`src/rtl/mram_pkg.sv`:
```
// Types and constants of the mate read allele merge block.
// No dependencies; imported by every module of the block.
`default_nettype none

package mram_pkg;

   localparam int VARIANT_ID_WIDTH   = 24;
   localparam int MERGED_COUNT_WIDTH = 7;
   // wide enough for the largest supported list size
   localparam int JOB_COUNT_BITS     = 6;
   // calls a merged list needs to pass outside single read mode
   localparam int MIN_PAIR_CALLS     = 2;

   typedef struct packed {
      logic                        from_second_read;
      logic [VARIANT_ID_WIDTH-1:0] variant_id;
      logic [7:0]                  allele_code;
      logic [7:0]                  quality;
      logic                        is_breakend;
      logic                        end_of_pair;
   } mram_req_type;

   typedef struct packed {
      logic [VARIANT_ID_WIDTH-1:0]   out_variant_id;
      logic [7:0]                    out_allele_code;
      logic [7:0]                    out_quality;
      logic                          out_breakend;
      logic                          accepted;
      logic [MERGED_COUNT_WIDTH-1:0] merged_count;
      logic                          last;
   } mram_rsp_type;

   // stored call without its id
   typedef struct packed {
      logic [7:0] allele_code;
      logic [7:0] quality;
      logic       is_breakend;
   } mram_call_type;

   // one closed pair waiting for the merge engine
   typedef struct packed {
      logic                      bank;
      logic [JOB_COUNT_BITS-1:0] first_count;
      logic [JOB_COUNT_BITS-1:0] second_count;
   } mram_job_type;

   typedef struct packed {
      logic en;
      logic second;
   } mram_wr_type;

   typedef struct packed {
      logic full;
      logic not_empty;
   } mram_qstat_type;

endpackage

`default_nettype wire

```
`src/rtl/mram_queue.sv`:
```
// Two-entry job queue between the loader and the merge engine.
// Depends on mram_pkg.
`default_nettype none

module mram_queue (
   input  logic                    clock,
   input  logic                    reset,
   input  logic                    push,
   input  mram_pkg::mram_job_type  push_job,
   input  logic                    pop,
   output mram_pkg::mram_qstat_type status,
   output mram_pkg::mram_job_type  head_job
);
   import mram_pkg::*;

   mram_job_type entry_ff [2];
   logic         wr_ptr_ff, wr_ptr_in;
   logic         rd_ptr_ff, rd_ptr_in;
   logic [1:0]   fill_ff, fill_in;

   always_comb begin
      wr_ptr_in = wr_ptr_ff ^ push;
      rd_ptr_in = rd_ptr_ff ^ pop;
      fill_in   = 2'(fill_ff + {1'b0, push} - {1'b0, pop});
   end

   always_ff @(posedge clock) begin
      if (reset) begin
         wr_ptr_ff <= 1'b0;
         rd_ptr_ff <= 1'b0;
         fill_ff   <= 2'd0;
      end else begin
         wr_ptr_ff <= wr_ptr_in;
         rd_ptr_ff <= rd_ptr_in;
         fill_ff   <= fill_in;
      end
   end

   always_ff @(posedge clock) begin
      if (push) begin
         entry_ff[wr_ptr_ff] <= push_job;
      end
   end

   assign status.full      = fill_ff[1];
   assign status.not_empty = (fill_ff != 2'd0);
   assign head_job         = entry_ff[rd_ptr_ff];

endmodule

`default_nettype wire

```
`config.mk`:
```
export PLATFORM = sky130hd
export DESIGN_NAME = mram_queue
export DESIGN_NICKNAME = d
export VERILOG_FILES = /design/src/rtl/mram_pkg.sv /design/src/rtl/mram_queue.sv
export SDC_FILE = /design/constraint.sdc
export NUM_CORES = 1
export LEC_CHECK = 0
export BUFFER_PORTS_ARGS = -buffer_cell sky130_fd_sc_hd__buf_2
export CORE_UTILIZATION = 55
export CTS_BUF_LIST = sky130_fd_sc_hd__clkbuf_2
export CTS_CLUSTER_DIAMETER = 200
export DETAILED_ROUTE_END_ITERATION = 16
export PLACE_DENSITY_LB_ADDON = 0.15
export SLEW_MARGIN = 0
export SYNTH_ARGS = -nofsm -noshare
export SYNTH_HDL_FRONTEND = slang
export SYNTH_SLANG_ARGS = --single-unit
```
`constraint.sdc`:
```
create_clock -name clock -period 2.9 [get_ports clock]
set_clock_uncertainty 0.15 [all_clocks]
set_input_delay 0.29 -clock clock [delete_from_list [all_inputs] [get_ports clock]]
set_output_delay 0.29 -clock clock [all_outputs]
set_load 0.03 [all_outputs]
```
### Word-level counts from Yosys, hierarchy flattened

Memories as Yosys holds them, arrays and structs flattened. A register that Yosys moved wholly into a read port is not among the register bits.
Cells that the tools add are included.

* word-level logic and storage cells: 12
* memories kept: 1
* RAM bits: 26
* register bits after elaboration: 4
* input port bits: 17
* latch bits: 0
* bits in read-only memories: 0

* $add $sub $neg: 2
* bitwise gates (word level): 2
* reduce and logical (&&, ||, !) cells: 1
* div/mod/pow operators: 0
* shifts and indexed selects: 0
* multiplexer cells: 3
* multiply operators: 0
* order comparisons: 0
* eq/ne operators: 0

Memories
* entry_ff: depth 2, width 13, read ports 1, clocked after Yosys merged registers in 1, wr ports 1, line mram_queue.sv:16 `mram_job_type entry_ff [2];`

Operators by type and width (count)
* $mux W1: 3
* $add A2 B1 Y2: 1
* $reduce_bool A2 Y1: 1
* $sub A2 B1 Y2: 1
* $xor A1 B1 Y1: 2

### Depth between registers and ports, before layout

* depth in word-level cells: 2
* depth in mapped cells: 6
* depth with buffers taken out: 6

### Worst setup path after synthesis

Ideal clock, no wire load.

* path type: register to output
* start point: register rd_ptr_ff (netlist name)
* end point: output port head_job[10] in the netlist's numbering
* path slack: 1.492 ns
* arrival time: 0.968 ns
* stages on the path, launching flop included: 3
* path through: dfxtp_1 > buf_6 > mux2_2

RTL lines
* to (decl): line mram_queue.sv:12 `output mram_pkg::mram_job_type head_job`

==> impl_metrics.json <==
{
  "io_buffers": 31,
  "drt_pass1_iterations": 4,
  "synth_top_area_share": 0.683,
  "hpwl_mm": 1.00,
  "vdd_ir_drop_max_mv": 0.426,
  "synth_area_leaders": "edfxtp_1, mux2_2, dfxtp_1, ha_1, xnor3_1",
  "power_density_nw_per_um2": 596,
  "cp-start-kind": "flop",
  "finalHoldViolCount": 0,
  "cap_violations": 0,
  "route.met3.wl_um": 73,
  "clock_sinks": 30,
  "cp-startpoint": "rd_ptr_ff",
  "initial_utilization": 0.582,
  "grtUsageTotal": 0.164,
  "final_common_cell": "buf_2",
  "gp_congestion": 0.535,
  "met2_length_um": 858,
  "slew_headroom": 0.601,
  "crit_fanout": 14,
  "cts.path.max_buffers": 2,
  "cts_root_buf": "clkbuf_2",
  "drive_gt1_frac": 0.473,
  "cp_data_arrival_time_ps": 1670,
  "syn_nets": 80,
  "end_kind": "output pin",
  "post-synth-top-area-cell": "edfxtp_1",
  "hold_slack_ps": 53.7,
  "design_area_um2": 1490,
  "grt_pass1_vias": 575,
  "clk_transition_reported_paths_ps": 150,
  "remaining_drc_errors": 0,
  "die_height_um": 47.6,
  "route.top_layer_used": "met4",
  "cp_data_required_time_ps": 2460,
  "area_delta_synth_final_pct": 30.6,
  "cts_htree_levels": 2,
  "die_x_um": 47.6,
  "outcome": "complete, no violations",
  "final_nets": 130,
  "diodes": 0,
  "clk_latency_ps": 350,
  "routed_wl_mm": 1.60,
  "critPathKind": "flop to output pin",
  "finalSetupViolCount": 0,
  "cts_inserted_buffers": 5,
  "pin_count": 32,
  "synth_seq_area_share": 0.754,
  "vias": 642,
  "hold_class": "input port to flop",
  "final_cell_mix": "buf_2, edfxtp_1, dlygate4sd3_1",
  "regToRegStartpoint": "wr_ptr_ff",
  "grt_overflow": 0,
  "row_count": 16,
  "grt_max_degree": 15,
  "tns_ps": 0,
  "fmaxAchievable_mhz": 474,
  "synthesis.area_um2": 1140,
  "maxSlewViolCount": 0,
  "ant_nets": 0,
  "routed_via_density": 4.69,
  "endpoint": "head_job[5]",
  "rrSetupSlack_ps": 1460,
  "drtIter0Drc": 9,
  "r2r_end": "entry_ff[0][7]",
  "fin_crit_sh": 0.727,
  "synthCells": 59,
  "worst_pin_slew_ps": 598,
  "p_total_uw": 889,
  "die-area_um2": 2260,
  "period_minus_slack_ps": 2110,
  "grt_pass1_wl_mm": 2.30,
  "wl_per_cell_um": 11.7,
  "floorplan.core_area_um2": 1960,
  "rsz0062_at_grt": "false",
  "antenna_found_initial": 0,
  "wirelength_met1_um": 644,
  "post_cts_buffers": 0,
  "cts_tree": "yes",
  "rr_worst_depth": 2,
  "yosysWarnings": 0,
  "place_area_um2": 1310,
  "avgSynthCellArea_um2": 19.4,
  "synth-seq-cells": 30,
  "ys_types": 12,
  "p_leak_nw": 0.606,
  "post_cts_resized": 0
}
==> synth_stat cells (all sizes together) <==
library cell  count
ha                4
dfxtp             4
nor2              3
buf               2
nor2b             1
xnor3             1
edfxtp           26
mux2             13
or2               1
inv               3
xnor2             1
==> cell families (layout without fill, tap and decap cells) <==
kind of cell  after synthesis  count (layout)  share of synthesized area
simple gates                5               5                     0.0208
xor+xnor                    2               2                     0.0274
fa+ha+maj                   4               4                     0.0438
mux                        13              13                      0.128
flops                      30              30                      0.754
buf+inv                     5              56                     0.0263
==> per-layer routing <==
| metal | vias to the layer above | GRT usage |
|---|---|---|
| li1 | 317 | - |
| met1 | 301 | 0.171 |
| met2 | 19 | 0.274 |
| met3 | 5 | 0.0679 |
| met4 | 0 | 0.100 |
| met5 | - | 0 |
==> state kept, by name, summed over array words and instances (netlist names) <==
name / cells
fill_ff: 2
rd_ptr_ff: 1
entry_ff: 26
wr_ptr_ff: 1
==> through the flow <==
step | util | instances | setup WS (ps)
finish | 0.760 | 137 | 792
global route | 0.760 | 137 | 665
CTS | 0.760 | 137 | 756
detailed placement | 0.669 | 115 | 1180
global placement | 0.669 | 115 | 1160
floorplan | - | 59 | 1490
==> where the power goes <==
part	total (mW)	internal (mW)	switching, mW	leakage, nW
clock	0.186	0.0593	0.127	0.0304
sequential	0.520	0.503	0.0167	0.277
combinational	0.183	0.0821	0.101	0.298
==> timing repair <==
action,in CTS,in global routing
hold buffers,14,0
endpoints found under the hold margin,30,0
setup endpoints to repair,0,0
==> cell type report <==
type	instances	area, µm²
Clock inverter	2	8.76
Sequential cell	30	861
Inverter	3	11.3
Fill cell	152	470
Timing Repair Buffer	45	295
Clock buffer	6	30.0
Tap cell	27	33.8
Multi-Input combinational cell	24	251
==> worst max-delay path, cell delays in order, from the launching register on <==
cell     delay, ps
dfxtp_1        730
mux2_2         410
buf_2          180
==> worst min-delay path by stage <==
stage / slack, ps / from / cells after the start / to
after floorplan: 210 / reset / 1 / wr_ptr_ff
after global placement: 330 / push_job[0] / 1 / entry_ff[0][0]
after detailed placement: 330 / push_job[12] / 1 / entry_ff[0][12]
after CTS: 30 / pop / 3 / rd_ptr_ff
after global routing: 50 / pop / 3 / rd_ptr_ff
final: 50 / pop / 3 / rd_ptr_ff
Power figures use the tool's default switching activity.
