[src/rtl/mram_pkg.sv]
// Types and constants of the mate read allele merge block.
// No dependencies; imported by every module of the block.
`default_nettype none

package mram_pkg;

   localparam int VARIANT_ID_WIDTH   = 24;
   localparam int MERGED_COUNT_WIDTH = 7;
   // wide enough for the largest supported list size
   localparam int JOB_COUNT_BITS     = 6;
   // calls a merged list needs to pass outside single read mode
   localparam int MIN_PAIR_CALLS     = 2;

   typedef struct packed {
      logic                        from_second_read;
      logic [VARIANT_ID_WIDTH-1:0] variant_id;
      logic [7:0]                  allele_code;
      logic [7:0]                  quality;
      logic                        is_breakend;
      logic                        end_of_pair;
   } mram_req_type;

   typedef struct packed {
      logic [VARIANT_ID_WIDTH-1:0]   out_variant_id;
      logic [7:0]                    out_allele_code;
      logic [7:0]                    out_quality;
      logic                          out_breakend;
      logic                          accepted;
      logic [MERGED_COUNT_WIDTH-1:0] merged_count;
      logic                          last;
   } mram_rsp_type;

   // stored call without its id
   typedef struct packed {
      logic [7:0] allele_code;
      logic [7:0] quality;
      logic       is_breakend;
   } mram_call_type;

   // one closed pair waiting for the merge engine
   typedef struct packed {
      logic                      bank;
      logic [JOB_COUNT_BITS-1:0] first_count;
      logic [JOB_COUNT_BITS-1:0] second_count;
   } mram_job_type;

   typedef struct packed {
      logic en;
      logic second;
   } mram_wr_type;

   typedef struct packed {
      logic full;
      logic not_empty;
   } mram_qstat_type;

endpackage

`default_nettype wire

[src/rtl/mram_front.sv]
// Loader: takes calls, sorts them into the two read lists of the open bank,
// drops calls to a full list and closes the pair into a job. Uses mram_pkg.
`default_nettype none

module mram_front #(
   parameter int MAX_CALLS_PER_READ = 32,
   parameter int VARIANT_ID_BITS    = 24
) (
   input  logic                  clock,
   input  logic                  reset,
   input  logic                  req_valid,
   input  mram_pkg::mram_req_type req_data,
   output logic                  req_stall,
   input  logic                  q_full,
   output mram_pkg::mram_wr_type wr,
   output logic [$clog2(MAX_CALLS_PER_READ):0] wr_addr,
   output logic [((VARIANT_ID_BITS < mram_pkg::VARIANT_ID_WIDTH) ?
                  VARIANT_ID_BITS : mram_pkg::VARIANT_ID_WIDTH)-1:0] wr_id,
   output mram_pkg::mram_call_type wr_call,
   output logic                  push,
   output mram_pkg::mram_job_type push_job
);
   import mram_pkg::*;

   localparam int IdxW = $clog2(MAX_CALLS_PER_READ);
   localparam int CntW = $clog2(MAX_CALLS_PER_READ + 1);
   localparam int IdW  = (VARIANT_ID_BITS < VARIANT_ID_WIDTH) ?
                         VARIANT_ID_BITS : VARIANT_ID_WIDTH;

   logic [CntW-1:0] cnt_a_ff, cnt_a_in;
   logic [CntW-1:0] cnt_b_ff, cnt_b_in;
   logic            bank_ff, bank_in;
   logic            accept, to_second, room, store, close_pair;
   logic [CntW-1:0] cur_cnt, cnt_a_stored, cnt_b_stored;

   always_comb begin
      accept     = req_valid && !q_full;
      to_second  = req_data.from_second_read;
      cur_cnt    = to_second ? cnt_b_ff : cnt_a_ff;
      room       = (cur_cnt < CntW'(MAX_CALLS_PER_READ));
      store      = accept && room;
      close_pair = accept && req_data.end_of_pair;

      cnt_a_stored = cnt_a_ff + CntW'(store && !to_second);
      cnt_b_stored = cnt_b_ff + CntW'(store && to_second);

      cnt_a_in = close_pair ? '0 : cnt_a_stored;
      cnt_b_in = close_pair ? '0 : cnt_b_stored;
      bank_in  = bank_ff ^ close_pair;
   end

   always_ff @(posedge clock) begin
      if (reset) begin
         cnt_a_ff <= '0;
         cnt_b_ff <= '0;
         bank_ff  <= 1'b0;
      end else begin
         cnt_a_ff <= cnt_a_in;
         cnt_b_ff <= cnt_b_in;
         bank_ff  <= bank_in;
      end
   end

   assign req_stall = q_full;

   assign wr.en               = store;
   assign wr.second           = to_second;
   assign wr_addr             = {bank_ff, cur_cnt[IdxW-1:0]};
   assign wr_id               = req_data.variant_id[IdW-1:0];
   assign wr_call.allele_code = req_data.allele_code;
   assign wr_call.quality     = req_data.quality;
   assign wr_call.is_breakend = req_data.is_breakend;

   assign push                  = close_pair;
   assign push_job.bank         = bank_ff;
   assign push_job.first_count  = JOB_COUNT_BITS'(cnt_a_stored);
   assign push_job.second_count = JOB_COUNT_BITS'(cnt_b_stored);

endmodule

`default_nettype wire

[config.mk]
export PLATFORM = sky130hd
export DESIGN_NAME = mram_front
export DESIGN_NICKNAME = d
export VERILOG_FILES = /design/src/rtl/mram_pkg.sv /design/src/rtl/mram_front.sv
export SDC_FILE = /design/constraint.sdc
export NUM_CORES = 1
export LEC_CHECK = 0
export ABC_AREA = 1
export BUFFER_PORTS_ARGS = -buffer_cell sky130_fd_sc_hd__clkbuf_2
export CAP_MARGIN = 40
export CORE_ASPECT_RATIO = 0.7
export CORE_UTILIZATION = 36
export CTS_BUF_LIST = sky130_fd_sc_hd__clkbuf_8
export CTS_CLUSTER_DIAMETER = 100
export CTS_CLUSTER_SIZE = 8
export DETAILED_ROUTE_END_ITERATION = 8
export PLACE_DENSITY_LB_ADDON = 0.12
export SLEW_MARGIN = 40
export SYNTH_ARGS = -nofsm -noshare
export SYNTH_HDL_FRONTEND = slang
export SYNTH_SLANG_ARGS = --single-unit
[constraint.sdc]
create_clock -name clock -period 3.8 [get_ports clock]
set_clock_uncertainty 0.15 [all_clocks]
set_input_delay 0.38 -clock clock [delete_from_list [all_inputs] [get_ports clock]]
set_output_delay 0.38 -clock clock [all_outputs]
set_load 0.005 [all_outputs]
# Word level (Yosys, flattened, before mapping)
# Cells that the tools add are included.
[totals]
ff_bits = 13
out_inout_bits = 64
elab_cells = 16
inputBits = 47
[classes]
n_mux = 1
magnitude_cmp = 1
addsub = 2
n_reduce_logical = 8
bitwise = 1
[op_table]
columns = ["operator", "n"]
rows = [
  ["adder 6 x 1 -> 6 bit", 2],
  ["less-than comparator 6 bit (second input constant)", 1],
  ["2-to-1 mux 6 bit", 1],
  ["logical AND 1 bit", 5],
  ["zero test 1 bit", 2],
  ["OR reduction 2 bit", 1],
  ["XOR 1 bit", 1],
]

# Depth between registers and ports, before layout
[depth]
depth_word = 5
mapped_depth = 9
mapped_depth_nobuf = 9

# Worst setup path after synthesis
# OpenSTA, ideal clock, no wires.
[synth_timing]
kind = "in2out"
from = "input req_data[42] (netlist name)"
to = "output push_job[4] (netlist name)"
path_buffers = 1
path_slack_ps = 1720
path_stages = 8
required_ps = 3270
arrival_ps = 1550
path_cell_list = "buf_4 > inv_2 > nor4_1 > ha_1 > ha_1 > nand3_1 > xor2_1 > inv_1"
[synth_rtl]
columns = ["item", "line_no", "rtl"]
rows = [
  ["start, declared", "mram_front.sv:12", "input mram_pkg::mram_req_type req_data,"],
  ["end, declared", "mram_front.sv:21", "output mram_pkg::mram_job_type push_job"],
]

==> results_dict.tcl <==
set metrics [dict create \
    status "complete, no violations" \
    max_stage_delay_ps 280 \
    r2r.worst_path.cells 6 \
    wl_per_cell_um 10.7 \
    ctsHoldBuffers 0 \
    vias_per_cell 4.37 \
    cts_buffer_depth 2 \
    cts_setup_buffers 0 \
    cts_root_buf "clkbuf_8" \
    r2r_setup_slack_ps 2070 \
    grtUsageTotal_pct 12.2 \
    crit_slowest_cell "nor4_1" \
    dp_hpwl_um 1490 \
    endpoint_kind "output pin" \
    grt_pass1_vias 619 \
    synth_simple_gate_area_share_pct 21.2 \
    gp_congestion 0.758 \
    cts_made_buffers 3 \
    p_per_area_nw_per_um2 304 \
    critPathLaunchType "input pin" \
    worstHoldEndpoint "bank_ff" \
    min_path_type "in2reg" \
    synth_mux_area_share_pct 0 \
    rows 16 \
    hp-start "reset" \
    leakagePower_nw 0.524 \
    io_pins 111 \
    finalCriticalPeriod_ps 2400 \
    drive_above_1_share_pct 29.9 \
    crit_buf_inv 4 \
    synth_nets 201 \
    antenna_found_initial 0 \
    synthesis.instances 150 \
    portBuffers 28 \
    synth.distinct_cells 18 \
    synth_top_family_by_area "buffers and inverters" \
    tightest_slew_ps 500 \
    tns_ps 0 \
    overflow 0 \
    crit_family "adder cells" \
    finalHoldViolations 0 \
    drc 0 \
    die_w_um 67.1 \
    wl_um 1820 \
    cts_resized 0 \
    synthAdderAreaFrac_pct 4.68 \
    final_common_cell "clkbuf_2" \
    finalCritPeriodShare_pct 63.2 \
    drt_iter0_drc 23 \
    whs_path_depth 2 \
    reg2reg_to "cnt_b_ff[4]" \
    synth_compound_area_share_pct 5.50 \
    synth_warnings 0 \
    mostFrequentLayoutCells "clkbuf_2 (28), nand2_1 (24), inv_1 (23), nor2_1 (14), dfxtp_1 (13)" \
    grt_pass1_wl_um 2790 \
    synthesis.area_um2 1070 \
    area_growth_pct -12.2 \
    fmax_mhz 416 \
    max-vdd-ir-drop_v 0.000124 \
    critPathLaunch "req_data[42]" \
    antenna_cells 0 \
    max_slew_margin_pct 66.6 \
    p_total_uw 285 \
    initial_core_util_pct 38.1 \
    antenna_left 0 \
    critical_path_peak_fanout 11 \
    nNetsFinal 186 \
    cp_cell_sequence "clkbuf_2 > inv_2 > nor4_1 > ha_1 > ha_1 > nand3_1 > xor2_1 > inv_1 > clkbuf_2" \
    cp_data_required_time_ps 3270 \
    dieArea_um2 3190 \
    grt_max_degree 13 \
    grt_setup_unrepaired "no" \
    setup_violations 0 \
    avgSynthCellArea_um2 7.12 \
    ys_seq_area_share_pct 24.4 \
    vias 743 \
    slew_violations 0 \
    path_clk_slew_ps 50 \
    ys_ff_latch 13 \
    r2r_start "cnt_b_ff[5]" \
    synth_xor_area_share_pct 2.46 \
    cts_tree "built" \
    htree_levels 1 \
    crit_type "in2out" \
    arrival_ps 1870 \
    final_util_pct 33.5 \
    hold-worst-slack_ps 157 \
    cts_sinks 13 \
    drv_cap 0 \
    core_um2 2800 \
    clk_latency_ps 240 \
    firstDrtPassIters 4 \
    die_h_um 47.6 \
]
==> worst max path at each step <==
stage,end,depth (start not counted),slack (ps)
final,push_job[4],9,1400
after floorplan,push_job[4],8,1720
after CTS,push_job[4],9,1370
after global placement,push_job[4],9,1470
after global routing,push_job[4],9,1200
after detailed placement,push_job[4],9,1380
==> layout make-up <==
type,instances,area (um2)
fill,330,1860
inverter,23,86.3
sequential,13,260
timing repair buffer,28,140
tap,36,45.0
clock buffer,3,41.3
multi-input combinational,66,362
clock inverter,1,3.75
==> cell usage after synthesis <==
cell type,number,area [um2]
xor2_1,3,26.3
inv_2,1,3.75
o21bai_2,2,22.5
o21ai_0,3,15.0
nand3_2,3,30.0
nor4_1,1,6.26
nor2_2,2,12.5
a21oi_1,1,5.00
nand2_1,24,90.1
inv_1,22,82.6
a211oi_1,1,7.51
dfxtp_1,13,260
nor2_1,14,52.6
a21oi_2,1,8.76
buf_4,48,360
nor3_1,3,15.0
nand3_1,4,20.0
ha_1,4,50.1
==> power breakdown <==
group	internal, mW	leakage (nW)	switching (mW)
Sequential	0.138	0.105	0.00134
Combinational	0.00954	0.392	0.0141
Clock	0.0713	0.0269	0.0503
Total	0.219	0.524	0.0658
==> routing by layer <==
metal	up-vias	GRT usage (%)	part of all wire (%)
li1	375	-	-
met1	324	16.3	51
met2	38	15.4	37
met3	6	8.57	11
met4	0	2.98	1.5
met5	-	0	0
==> state kept, by name, indices dropped and copies added, names as in the netlist <==
register	count
cnt_a_ff	6
cnt_b_ff	6
bank_ff	1
==> through the flow <==
step | cell area (um2) | instances | setup slack, ps
2_1_floorplan | 1070 | 150 | 1720
3_3_place_gp | 893 | 166 | 1470
3_5_place_dp | 893 | 166 | 1380
4_1_cts | 938 | 170 | 1370
5_1_grt | 938 | 170 | 1200
6_report | 938 | 170 | 1400
==> kinds of logic after synthesis <==
logic type	count (synthesis)
flops	13
compound gates	8
simple gates	51
xor+xnor	3
buf+inv	71
fa+ha+maj	4
No activity file was read; power rests on OpenSTA's default activity.
